File: src/dnm_pkg.sv
`default_nettype none
package dnm_pkg;

  // sizes
  localparam int NUMBER_BUFFER = 8;
  localparam int SLOT_COUNT    = 13;
  localparam int SLOT_W        = $clog2(SLOT_COUNT);
  localparam int DIGIT_W       = $clog2(NUMBER_BUFFER);
  localparam logic [DIGIT_W-1:0] MAX_DIGITS = DIGIT_W'(NUMBER_BUFFER - 1);

  // operations
  localparam logic OP_TEXT   = 1'b0;
  localparam logic OP_LOOKUP = 1'b1;

  // character codes
  localparam logic [7:0] CH_SPACE = 8'h20;
  localparam logic [7:0] CH_TAB   = 8'h09;
  localparam logic [7:0] CH_LF    = 8'h0a;
  localparam logic [7:0] CH_CR    = 8'h0d;
  localparam logic [7:0] CH_HASH  = 8'h23;

  // accumulator value meaning too large
  localparam logic [7:0] ACC_SAT = 8'd128;

  // line phases
  typedef enum logic [2:0] {
    PH_LEAD,
    PH_COMMENT,
    PH_CODE,
    PH_BLANK1,
    PH_NOTE,
    PH_BLANK2,
    PH_VEL,
    PH_TAIL
  } phase_t;

  // slot codes, first letter in the upper byte
  localparam logic [15:0] SLOT_CODES [SLOT_COUNT] = '{
    16'h4348, 16'h4f48, 16'h4359, 16'h4342, 16'h4350, 16'h5253, 16'h4854,
    16'h4d54, 16'h4c54, 16'h5344, 16'h4244, 16'h4143, 16'h4748
  };
  localparam logic [6:0] RESET_NOTES [SLOT_COUNT] = '{
    7'd42, 7'd46, 7'd49, 7'd56, 7'd39, 7'd37, 7'd50, 7'd47, 7'd41, 7'd38,
    7'd36, 7'd31, 7'd38
  };
  localparam logic [6:0] VEL_DEFAULT = 7'd100;
  localparam logic [6:0] VEL_LAST    = 7'd40;

  // completed line handed to the slot table
  typedef struct packed {
    logic       eval;
    logic [7:0] first;
    logic [7:0] second;
    logic [6:0] note;
    logic [6:0] vel;
  } line_eval_t;

  typedef struct packed {
    logic              hit;
    logic [SLOT_W-1:0] idx;
  } slot_match_t;

  typedef struct packed {
    logic              update_valid;
    logic [SLOT_W-1:0] updated_slot;
    logic [6:0]        updated_note;
    logic [6:0]        updated_velocity;
    logic              text_done;
    logic              text_changed;
    logic              lookup_found;
    logic [6:0]        lookup_note;
    logic [6:0]        lookup_velocity;
  } result_t;

  function automatic logic is_blank(input logic [7:0] c);
    return (c == CH_SPACE) || (c == CH_TAB);
  endfunction

  function automatic logic is_digit(input logic [7:0] c);
    return (c >= 8'h30) && (c <= 8'h39);
  endfunction

  function automatic logic is_alpha(input logic [7:0] c);
    return ((c >= 8'h41) && (c <= 8'h5a)) || ((c >= 8'h61) && (c <= 8'h7a));
  endfunction

  function automatic logic [7:0] fold_upper(input logic [7:0] c);
    return ((c >= 8'h61) && (c <= 8'h7a)) ? (c - 8'd32) : c;
  endfunction

  // times ten plus digit, saturating at 128
  function automatic logic [7:0] sat_digit(input logic [7:0] acc, input logic [7:0] c);
    logic [10:0] t;
    t = (11'(acc) << 3) + (11'(acc) << 1) + 11'(c[3:0]);
    if (acc[7]) return ACC_SAT;
    else if (t > 11'd127) return ACC_SAT;
    else return t[7:0];
  endfunction

  // parallel compare against all slot codes
  function automatic slot_match_t find_slot(input logic [7:0] a, input logic [7:0] b);
    slot_match_t m;
    m = '0;
    for (int k = SLOT_COUNT - 1; k >= 0; k--) begin
      if (SLOT_CODES[k] == {a, b}) begin
        m.hit = 1'b1;
        m.idx = SLOT_W'(k);
      end
    end
    return m;
  endfunction

endpackage
`default_nettype wire

File: src/dnm_if.sv
`default_nettype none
interface dnm_in_if;
  logic       valid;
  logic       ready;
  logic       operation;
  logic [7:0] text_char;
  logic       final_char;
  logic [7:0] query_first;
  logic [7:0] query_second;

  modport source (output valid, operation, text_char, final_char, query_first,
                  query_second, input ready);
  modport sink (input valid, operation, text_char, final_char, query_first,
                query_second, output ready);
endinterface

interface dnm_out_if;
  logic       valid;
  logic       ready;
  logic       update_valid;
  logic [3:0] updated_slot;
  logic [6:0] updated_note;
  logic [6:0] updated_velocity;
  logic       text_done;
  logic       text_changed;
  logic       lookup_found;
  logic [6:0] lookup_note;
  logic [6:0] lookup_velocity;

  modport source (output valid, update_valid, updated_slot, updated_note,
                  updated_velocity, text_done, text_changed, lookup_found,
                  lookup_note, lookup_velocity, input ready);
  modport sink (input valid, update_valid, updated_slot, updated_note,
                updated_velocity, text_done, text_changed, lookup_found,
                lookup_note, lookup_velocity, output ready);
endinterface
`default_nettype wire

File: src/dnm_line_parser.sv
`default_nettype none
module dnm_line_parser
  import dnm_pkg::*;
(
  input  wire logic       clk,
  input  wire logic       rst,
  input  wire logic       step,
  input  wire logic [7:0] text_char,
  input  wire logic       final_char,
  output line_eval_t      ev
);

  phase_t             phase, phase_next;
  logic [7:0]         first, first_next;
  logic [7:0]         second, second_next;
  logic [1:0]         code_count, code_count_next;
  logic [7:0]         note_acc, note_acc_next;
  logic [DIGIT_W-1:0] note_cnt, note_cnt_next;
  logic [7:0]         vel_acc, vel_acc_next;
  logic [DIGIT_W-1:0] vel_cnt, vel_cnt_next;

  // state registers
  always_ff @(posedge clk) begin
    if (rst) begin
      phase      <= PH_LEAD;
      first      <= '0;
      second     <= '0;
      code_count <= '0;
      note_acc   <= '0;
      note_cnt   <= '0;
      vel_acc    <= '0;
      vel_cnt    <= '0;
    end else if (step) begin
      phase      <= phase_next;
      first      <= first_next;
      second     <= second_next;
      code_count <= code_count_next;
      note_acc   <= note_acc_next;
      note_cnt   <= note_cnt_next;
      vel_acc    <= vel_acc_next;
      vel_cnt    <= vel_cnt_next;
    end
  end

  // one character walks through the phases until something consumes it
  always_comb begin
    logic used;
    logic vel_eval;
    used            = 1'b0;
    vel_eval        = 1'b0;
    phase_next      = phase;
    first_next      = first;
    second_next     = second;
    code_count_next = code_count;
    note_acc_next   = note_acc;
    note_cnt_next   = note_cnt;
    vel_acc_next    = vel_acc;
    vel_cnt_next    = vel_cnt;

    // line start and comment lines
    case (phase)
      PH_LEAD: begin
        if (is_blank(text_char) || text_char == CH_LF) begin
          phase_next = PH_LEAD;
        end else if (text_char == CH_CR || text_char == CH_HASH) begin
          phase_next = PH_COMMENT;
        end else begin
          first_next      = '0;
          second_next     = '0;
          code_count_next = '0;
          note_acc_next   = '0;
          note_cnt_next   = '0;
          vel_acc_next    = '0;
          vel_cnt_next    = '0;
          phase_next      = PH_CODE;
        end
      end
      PH_COMMENT: begin
        if (text_char == CH_LF) phase_next = PH_LEAD;
      end
      default: begin
        phase_next = phase;
      end
    endcase

    // code letters
    if (phase_next == PH_CODE) begin
      if (code_count_next < 2'd2 && is_alpha(text_char)) begin
        first_next      = second_next;
        second_next     = fold_upper(text_char);
        code_count_next = code_count_next + 2'd1;
        used            = 1'b1;
      end else begin
        phase_next = PH_BLANK1;
      end
    end
    if (phase_next == PH_BLANK1 && !used) begin
      if (is_blank(text_char)) used = 1'b1;
      else phase_next = PH_NOTE;
    end

    // note digits
    if (phase_next == PH_NOTE && !used) begin
      if (is_digit(text_char) && note_cnt_next < MAX_DIGITS) begin
        note_acc_next = sat_digit(note_acc_next, text_char);
        note_cnt_next = note_cnt_next + DIGIT_W'(1);
        used          = 1'b1;
      end else begin
        phase_next = PH_BLANK2;
      end
    end
    if (phase_next == PH_BLANK2 && !used) begin
      if (is_blank(text_char)) used = 1'b1;
      else phase_next = PH_VEL;
    end

    // velocity digits, anything else closes the line
    if (phase_next == PH_VEL && !used) begin
      if (is_digit(text_char) && vel_cnt_next < MAX_DIGITS) begin
        vel_acc_next = sat_digit(vel_acc_next, text_char);
        vel_cnt_next = vel_cnt_next + DIGIT_W'(1);
        used         = 1'b1;
      end else begin
        vel_eval   = 1'b1;
        phase_next = PH_TAIL;
      end
    end
    if (phase_next == PH_TAIL && !used) begin
      if (text_char == CH_LF) phase_next = PH_LEAD;
    end

    // line check, slot match is done in the table
    ev.first  = first_next;
    ev.second = second_next;
    ev.note   = note_acc_next[6:0];
    ev.vel    = vel_acc_next[6:0];
    ev.eval   = (vel_eval ||
                 (final_char && phase_next != PH_LEAD && phase_next != PH_COMMENT &&
                  phase_next != PH_TAIL)) &&
                code_count_next == 2'd2 && !note_acc_next[7] &&
                vel_acc_next != 8'd0 && !vel_acc_next[7];

    // end of text resets the parser
    if (final_char) begin
      phase_next      = PH_LEAD;
      first_next      = '0;
      second_next     = '0;
      code_count_next = '0;
      note_acc_next   = '0;
      note_cnt_next   = '0;
      vel_acc_next    = '0;
      vel_cnt_next    = '0;
    end
  end

endmodule
`default_nettype wire

File: src/dnm_slot_table.sv
`default_nettype none
module dnm_slot_table
  import dnm_pkg::*;
(
  input  wire logic       clk,
  input  wire logic       rst,
  input  wire logic       step_text,
  input  wire logic       step_lookup,
  input  wire logic       final_char,
  input  wire logic [7:0] query_first,
  input  wire logic [7:0] query_second,
  input  wire line_eval_t ev,
  output result_t         res,
  output logic            emit
);

  logic [6:0]  notes [SLOT_COUNT];
  logic [6:0]  vels  [SLOT_COUNT];
  logic        changed;
  slot_match_t upd_m;
  slot_match_t look_m;
  logic        upd;

  // slot match for the closed line and for the lookup
  always_comb begin
    upd_m  = find_slot(ev.first, ev.second);
    look_m = find_slot(fold_upper(query_first), fold_upper(query_second));
    upd    = step_text && ev.eval && upd_m.hit;
  end

  // result fields
  always_comb begin
    res = '0;
    if (step_lookup) begin
      if (look_m.hit) begin
        res.lookup_found    = 1'b1;
        res.lookup_note     = notes[look_m.idx];
        res.lookup_velocity = vels[look_m.idx];
      end
    end else begin
      if (upd) begin
        res.update_valid     = 1'b1;
        res.updated_slot     = upd_m.idx;
        res.updated_note     = ev.note;
        res.updated_velocity = ev.vel;
      end
      if (final_char) begin
        res.text_done    = 1'b1;
        res.text_changed = changed || upd;
      end
    end
    emit = step_lookup || upd || (step_text && final_char);
  end

  // slot storage and change flag
  always_ff @(posedge clk) begin
    if (rst) begin
      for (int k = 0; k < SLOT_COUNT; k++) begin
        notes[k] <= RESET_NOTES[k];
        vels[k]  <= (k == SLOT_COUNT - 1) ? VEL_LAST : VEL_DEFAULT;
      end
      changed <= 1'b0;
    end else begin
      if (upd) begin
        notes[upd_m.idx] <= ev.note;
        vels[upd_m.idx]  <= ev.vel;
      end
      if (step_text && final_char) changed <= 1'b0;
      else if (upd) changed <= 1'b1;
    end
  end

endmodule
`default_nettype wire

File: src/drum_note_map_text_parser.sv
// Drum note map text parser.
// item channel (dnm_in_if): one transaction per text character
// (operation = text) or per two-letter lookup (operation = lookup).
// result channel (dnm_out_if): at most one transaction per item: a
// text character yields one when it completes a line that rewrites a
// slot or when it is the final character; a lookup always yields one.
// Path: an accepted item is held in the input register, then parsed and
// compared with the slots, and its result goes into the result register
// when the result channel is not stalled.
// Throughput: one item per cycle while the result channel does not stall;
// the state of the parser and the slot table is updated as the item leaves the input
// register, so consecutive characters chain without a bubble.
// Reset: the parser returns to line start, the change flag clears and
// all 13 slots take their default note and velocity; both channel
// valids drop.
// Stall: while a result waits on result.ready, the item in the input
// register holds and item.ready stays high only if that register is
// empty, so at most one more item is taken and nothing is dropped.
`default_nettype none
module drum_note_map_text_parser
  import dnm_pkg::*;
(
  input wire logic clk,
  input wire logic rst,
  dnm_in_if.sink   item,
  dnm_out_if.source result
);

  logic       s1_valid;
  logic       s1_op;
  logic [7:0] s1_char;
  logic       s1_final;
  logic [7:0] s1_qa;
  logic [7:0] s1_qb;
  logic       out_valid;
  result_t    out_data;
  logic       out_full;
  logic       advance;
  line_eval_t ev;
  result_t    res;
  logic       emit;

  // handshake control
  assign out_full   = out_valid && !result.ready;
  assign advance    = s1_valid && !out_full;
  assign item.ready = !s1_valid || !out_full;

  // input register
  always_ff @(posedge clk) begin
    if (rst) begin
      s1_valid <= 1'b0;
    end else if (item.ready) begin
      s1_valid <= item.valid;
    end
  end

  always_ff @(posedge clk) begin
    if (item.valid && item.ready) begin
      s1_op    <= item.operation;
      s1_char  <= item.text_char;
      s1_final <= item.final_char;
      s1_qa    <= item.query_first;
      s1_qb    <= item.query_second;
    end
  end

  dnm_line_parser u_parser (
    .clk        (clk),
    .rst        (rst),
    .step       (advance && s1_op == OP_TEXT),
    .text_char  (s1_char),
    .final_char (s1_final),
    .ev         (ev)
  );

  dnm_slot_table u_table (
    .clk          (clk),
    .rst          (rst),
    .step_text    (advance && s1_op == OP_TEXT),
    .step_lookup  (advance && s1_op == OP_LOOKUP),
    .final_char   (s1_final),
    .query_first  (s1_qa),
    .query_second (s1_qb),
    .ev           (ev),
    .res          (res),
    .emit         (emit)
  );

  // result register
  always_ff @(posedge clk) begin
    if (rst) begin
      out_valid <= 1'b0;
    end else if (advance && emit) begin
      out_valid <= 1'b1;
    end else if (result.ready) begin
      out_valid <= 1'b0;
    end
  end

  always_ff @(posedge clk) begin
    if (advance && emit) out_data <= res;
  end

  assign result.valid            = out_valid;
  assign result.update_valid     = out_data.update_valid;
  assign result.updated_slot     = out_data.updated_slot;
  assign result.updated_note     = out_data.updated_note;
  assign result.updated_velocity = out_data.updated_velocity;
  assign result.text_done        = out_data.text_done;
  assign result.text_changed     = out_data.text_changed;
  assign result.lookup_found     = out_data.lookup_found;
  assign result.lookup_note      = out_data.lookup_note;
  assign result.lookup_velocity  = out_data.lookup_velocity;

endmodule
`default_nettype wire
File: src/flat_wrapper.sv
// flat-port wrapper written by rule: the top's interface ports become plain ports
module drum_note_map_text_parser_flat import dnm_pkg::*;
  (clk, rst, item_valid, item_operation, item_text_char, item_final_char, item_query_first, item_query_second, item_ready, result_valid, result_update_valid, result_updated_slot, result_updated_note, result_updated_velocity, result_text_done, result_text_changed, result_lookup_found, result_lookup_note, result_lookup_velocity, result_ready);
  dnm_in_if item_i ();
  dnm_out_if result_i ();
  input wire logic clk;
  input wire logic rst;
  input wire logic [$bits(item_i.valid)-1:0] item_valid;
  input wire logic [$bits(item_i.operation)-1:0] item_operation;
  input wire logic [$bits(item_i.text_char)-1:0] item_text_char;
  input wire logic [$bits(item_i.final_char)-1:0] item_final_char;
  input wire logic [$bits(item_i.query_first)-1:0] item_query_first;
  input wire logic [$bits(item_i.query_second)-1:0] item_query_second;
  output wire logic [$bits(item_i.ready)-1:0] item_ready;
  output wire logic [$bits(result_i.valid)-1:0] result_valid;
  output wire logic [$bits(result_i.update_valid)-1:0] result_update_valid;
  output wire logic [$bits(result_i.updated_slot)-1:0] result_updated_slot;
  output wire logic [$bits(result_i.updated_note)-1:0] result_updated_note;
  output wire logic [$bits(result_i.updated_velocity)-1:0] result_updated_velocity;
  output wire logic [$bits(result_i.text_done)-1:0] result_text_done;
  output wire logic [$bits(result_i.text_changed)-1:0] result_text_changed;
  output wire logic [$bits(result_i.lookup_found)-1:0] result_lookup_found;
  output wire logic [$bits(result_i.lookup_note)-1:0] result_lookup_note;
  output wire logic [$bits(result_i.lookup_velocity)-1:0] result_lookup_velocity;
  input wire logic [$bits(result_i.ready)-1:0] result_ready;
  assign item_i.valid = item_valid;
  assign item_i.operation = item_operation;
  assign item_i.text_char = item_text_char;
  assign item_i.final_char = item_final_char;
  assign item_i.query_first = item_query_first;
  assign item_i.query_second = item_query_second;
  assign item_ready = item_i.ready;
  assign result_valid = result_i.valid;
  assign result_update_valid = result_i.update_valid;
  assign result_updated_slot = result_i.updated_slot;
  assign result_updated_note = result_i.updated_note;
  assign result_updated_velocity = result_i.updated_velocity;
  assign result_text_done = result_i.text_done;
  assign result_text_changed = result_i.text_changed;
  assign result_lookup_found = result_i.lookup_found;
  assign result_lookup_note = result_i.lookup_note;
  assign result_lookup_velocity = result_i.lookup_velocity;
  assign result_i.ready = result_ready;
  drum_note_map_text_parser u_core (.clk(clk), .rst(rst), .item(item_i), .result(result_i));
endmodule
File: config.mk
export PLATFORM = sky130hd
export DESIGN_NAME = drum_note_map_text_parser_flat
export DESIGN_NICKNAME = d
export VERILOG_FILES = /design/src/dnm_pkg.sv /design/src/dnm_if.sv /design/src/dnm_line_parser.sv /design/src/dnm_slot_table.sv /design/src/drum_note_map_text_parser.sv /design/src/flat_wrapper.sv
export SDC_FILE = /design/constraint.sdc
export NUM_CORES = 1
export LEC_CHECK = 0
export BUFFER_PORTS_ARGS = -buffer_cell sky130_fd_sc_hd__buf_2
export CORE_MARGIN = 5
export CORE_UTILIZATION = 40
export CTS_BUF_LIST = sky130_fd_sc_hd__clkbuf_8
export DETAILED_ROUTE_END_ITERATION = 6
export HOLD_SLACK_MARGIN = 0.03
export PLACE_DENSITY = 0.56
export RECOVER_POWER = 100
export SLEW_MARGIN = 20
export SYNTH_ARGS = -nofsm -noshare
export SYNTH_HDL_FRONTEND = slang
export SYNTH_HIERARCHICAL = 1
export SYNTH_SLANG_ARGS = --single-unit
export TNS_END_PERCENT = 100
File: constraint.sdc
create_clock -name clk -period 6.4 [get_ports clk]
set_input_delay 0.96 -clock clk [delete_from_list [all_inputs] [get_ports clk]]
set_output_delay 0.96 -clock clk [all_outputs]
set_load 0.01 [all_outputs]
==> out/metrics.yaml <==
critical_path:
  worstPathCellList: "nand2b_1, mux2i_1, a31o_2, buf_4, a2111o_1, a211oi_1, a31o_2, nor4b_1, nand3b_1, or3_1, o2111a_1, a31oi_1, a211o_1, nand2_1, nor2_4, clkbuf_4"
  slowest_stage: "nor4b_1"
  cp-end-kind: "flop"
  start_kind: "flop"
  critical_path_class: "reg2reg"
  critPathRequiredTime_ps: 6640
  cpMostUsedCell: "a31o_2"
  path_delay_family: "compound AO/OA/AOI/OAI gates"
  arrival_ps: 6290
  cp_slowest_stage_delay_ps: 660
  critical_path_buf_inv_count: 2
  rrSetupSlack_ps: 350
  cp_max_fo: 36
floorplanning:
  core_area_sq_um: 39500
  die-area_sq_um: 43700
  rows: 73
  pin_count: 68
  start_util: 0.402
  fp.dieH_um: 209
  fp.dieW_um: 209
sta:
  setup_violations: 0
  clock.fmax_ghz: 0.165
  rsz0062_at_grt: "false"
  slew_headroom: -0.354
  fin_tns_setup_ps: 0
  drv_slew: 31
  min_period_over_period: 0.945
  skew_ps: 39.5
  fin_crit_ps: 6050
  hold_violations: 0
  tightest_slew_ps: 2030
drt:
  first_iter_violations: 1028
  drt_wl_total_mm: 44.8
  num_vias: 11500
  viasPerCell: 5.63
  first_pass_iters: 5
  post_drt_wl_per_cell_um: 21.9
  drc_errors: 0
  ant_nets: 0
grt:
  grt_overflow_total: 0
  grt_pass1_vias: 11200
  grt_usage: 0.199
  grt_pass1_wl_mm: 67.8
  antenna_found_initial: 0
  grt_max_degree: 58
power:
  powerDensity_nw_per_um2: 235
  cellLeakagePower_uw: 0.00687
  vdd_drop_max_v: 0.000136
clocking:
  htreeDepth: 2
  cts_max_path_buffers: 3
  postCtsSetupRepairBufs: 0
  ctsRootBufferMaster: "clkbuf_8"
  cts_tree: "yes"
  clkLatencyLatePin_ps: 640
  cts.sinks: 304
  cts-resized-gates: 0
  cts_buffers: 53
  clk_pin_slew_worst_paths_ps: 60
  ctsHoldBuffers: 0
logic_synthesis:
  synth_seq_cells: 304
  ys_types: 88
  synth.most_common_cell: "edfxtp_1"
  synth_edf_count: 258
  yosysWarnings: 6
  yosysTopAreaCell: "edfxtp_1"
  ys_seq_area_frac: 0.547
  syn_area_per_cell_sq_um: 11.4
  syn_inst: 1388
  synth_top_area_share: 0.489
  syn_area_sq_um: 15900
  synth_flop_cell: "edfxtp_1"
  ys_top_cells_by_count: "258 x edfxtp_1, 138 x and2_1, 88 x mux2i_1, 88 x nand2_1, 82 x or3_1"
  ys_async_sr_fraction: 0
  netlist_top_cells_area: "edfxtp_1 49%, dfxtp_1 5.8%, mux2i_1 5.6%"
final_layout:
  nFillCells: 3751
  fin_area_sq_um: 17700
  syn_to_final_growth_pct: 11.8
  insertedDiodeCount: 0
  drive_above_1_share: 0.110
  nNetsFinal: 1550
placed_design:
  place_hpwl_mm: 29.9
  placed_area_sq_um: 16900
  routabilityCongestion: 0.870
  port_buffers: 67
flow_run:
  maxCapViolations: 2
min_path:
  min_path_type: "in2reg"
run_status:
  failed_checks: "capacitance limit, slew limit"
  status: "complete, but fails checks"
==> worst register-to-register path, stage by stage (launching register included) <==
cell,delay [ps]
edfxtp_1,460
nand2b_1,320
mux2i_1,160
a31o_2,330
buf_4,250
a2111o_1,590
a211oi_1,390
a31o_2,190
nor4b_1,660
nand3b_1,280
or3_1,420
o2111a_1,290
a31oi_1,450
a211o_1,190
nand2_1,100
nor2_4,90
clkbuf_4,500
==> kinds of logic (layout without fill, tap and decap cells) <==
logic type / Yosys count / count (layout) / synth area share
AOI/OAI and AO/OA: 240 / 240 / 0.111
other: 1 / 14 / 0.000237
and+or+nand+nor: 580 / 580 / 0.212
xor gates and xnor gates: 10 / 10 / 0.00552
DFF: 304 / 304 / 0.547
buffers and inverters: 123 / 241 / 0.0345
adders and majority gates: 41 / 41 / 0.0343
muxes: 89 / 89 / 0.0563
==> flip-flops by register name, indices dropped and copies added, names as in the netlist, 2 cells and up <==
register	count
u_core/u_table/notes	98
u_core/u_table/vels	98
u_core/s1_char	8
u_core/s1_qa	8
u_core/s1_qb	8
u_core/u_parser/first	8
u_core/u_parser/note_acc	8
u_core/u_parser/second	8
u_core/u_parser/vel_acc	8
u_core/result.lookup_note	7
u_core/result.lookup_velocity	7
u_core/result.updated_note	7
u_core/result.updated_velocity	7
u_core/result.updated_slot	4
u_core/u_parser/note_cnt	3
u_core/u_parser/phase	3
u_core/u_parser/vel_cnt	3
u_core/u_parser/code_count	2
==> path summary, 6_finish.rpt <==
path	start	endpoint	cells past startpoint
hold / removal	item_query_second[3]	u_core/s1_qb[3]$_DFFE_PP_	1
hold reg to reg	u_core/u_parser/second[5]$_SDFFE_PP0P_	u_core/u_parser/second[5]$_SDFFE_PP0P_	1
setup reg to reg	u_core/s1_char[5]$_DFFE_PP_	u_core/result.updated_slot[3]$_DFFE_PP_	16
setup / recovery	u_core/s1_char[5]$_DFFE_PP_	u_core/result.updated_slot[3]$_DFFE_PP_	16
==> layout make-up <==
cell class | instances | area [sq um] | share of cell area
clock buffers | 53 | 729 | 0.0411
clock inverters | 42 | 268 | 0.0151
inverters | 30 | 113 | 0.00635
multi-input cells | 974 | 6710 | 0.378
flip-flops and latches | 304 | 8670 | 0.489
well taps | 525 | 657 | 0.0371
repair buffers | 116 | 589 | 0.0332
==> power breakdown <==
part	leakage (uW)	switching (uW)	internal, uW
Combinational	0.00346	141	60.6
Sequential	0.00284	37.9	2210
Clock	0.000567	817	896
Total	0.00687	997	3170
==> cell usage in the layout (no fill, tap or decap), drive strengths merged, types with 14 or more instances in the layout <==
cell type and count:
o21ai 30, clkinv 17, a22oi 18, or3 82
nand2b 18, a21oi 58, or2 21, a211o 17
nor2 70, and3 20, nand3 22, edfxtp 258
and2 138, a221oi 15, ha 37, mux2i 88
nor2b 17, nand2 88, nor3 21, a22o 15
inv 50, dfxtp 46, clkbuf 112, conb 14
nor4 19, buf 57
==> through the flow <==
stage | hold slack [ps] | util | worst slack, ps | std cells | power (uW)
final | 498 | 0.449 | 353 | 2044 | 4170
after global routing | 455 | 0.449 | 3.02 | 2044 | 4330
after CTS | 454 | 0.453 | 407 | 2044 | 4220
after detailed placement | 490 | 0.428 | 437 | 1949 | 2490
after global placement | 492 | 0.428 | 567 | 1949 | 2490
after floorplan | 464 | - | 216 | 1401 | 2410
==> routing by layer <==
| layer | wire length, um | vias to the layer above | track usage |
|---|---|---|---|
| li1 | - | 5383 | - |
| met1 | 20000 | 5649 | 0.276 |
| met2 | 20500 | 386 | 0.313 |
| met3 | 2700 | 92 | 0.0330 |
| met4 | 1590 | 0 | 0.0794 |
| met5 | 0 | - | 0 |
No activity file was read; power rests on OpenSTA's default activity.
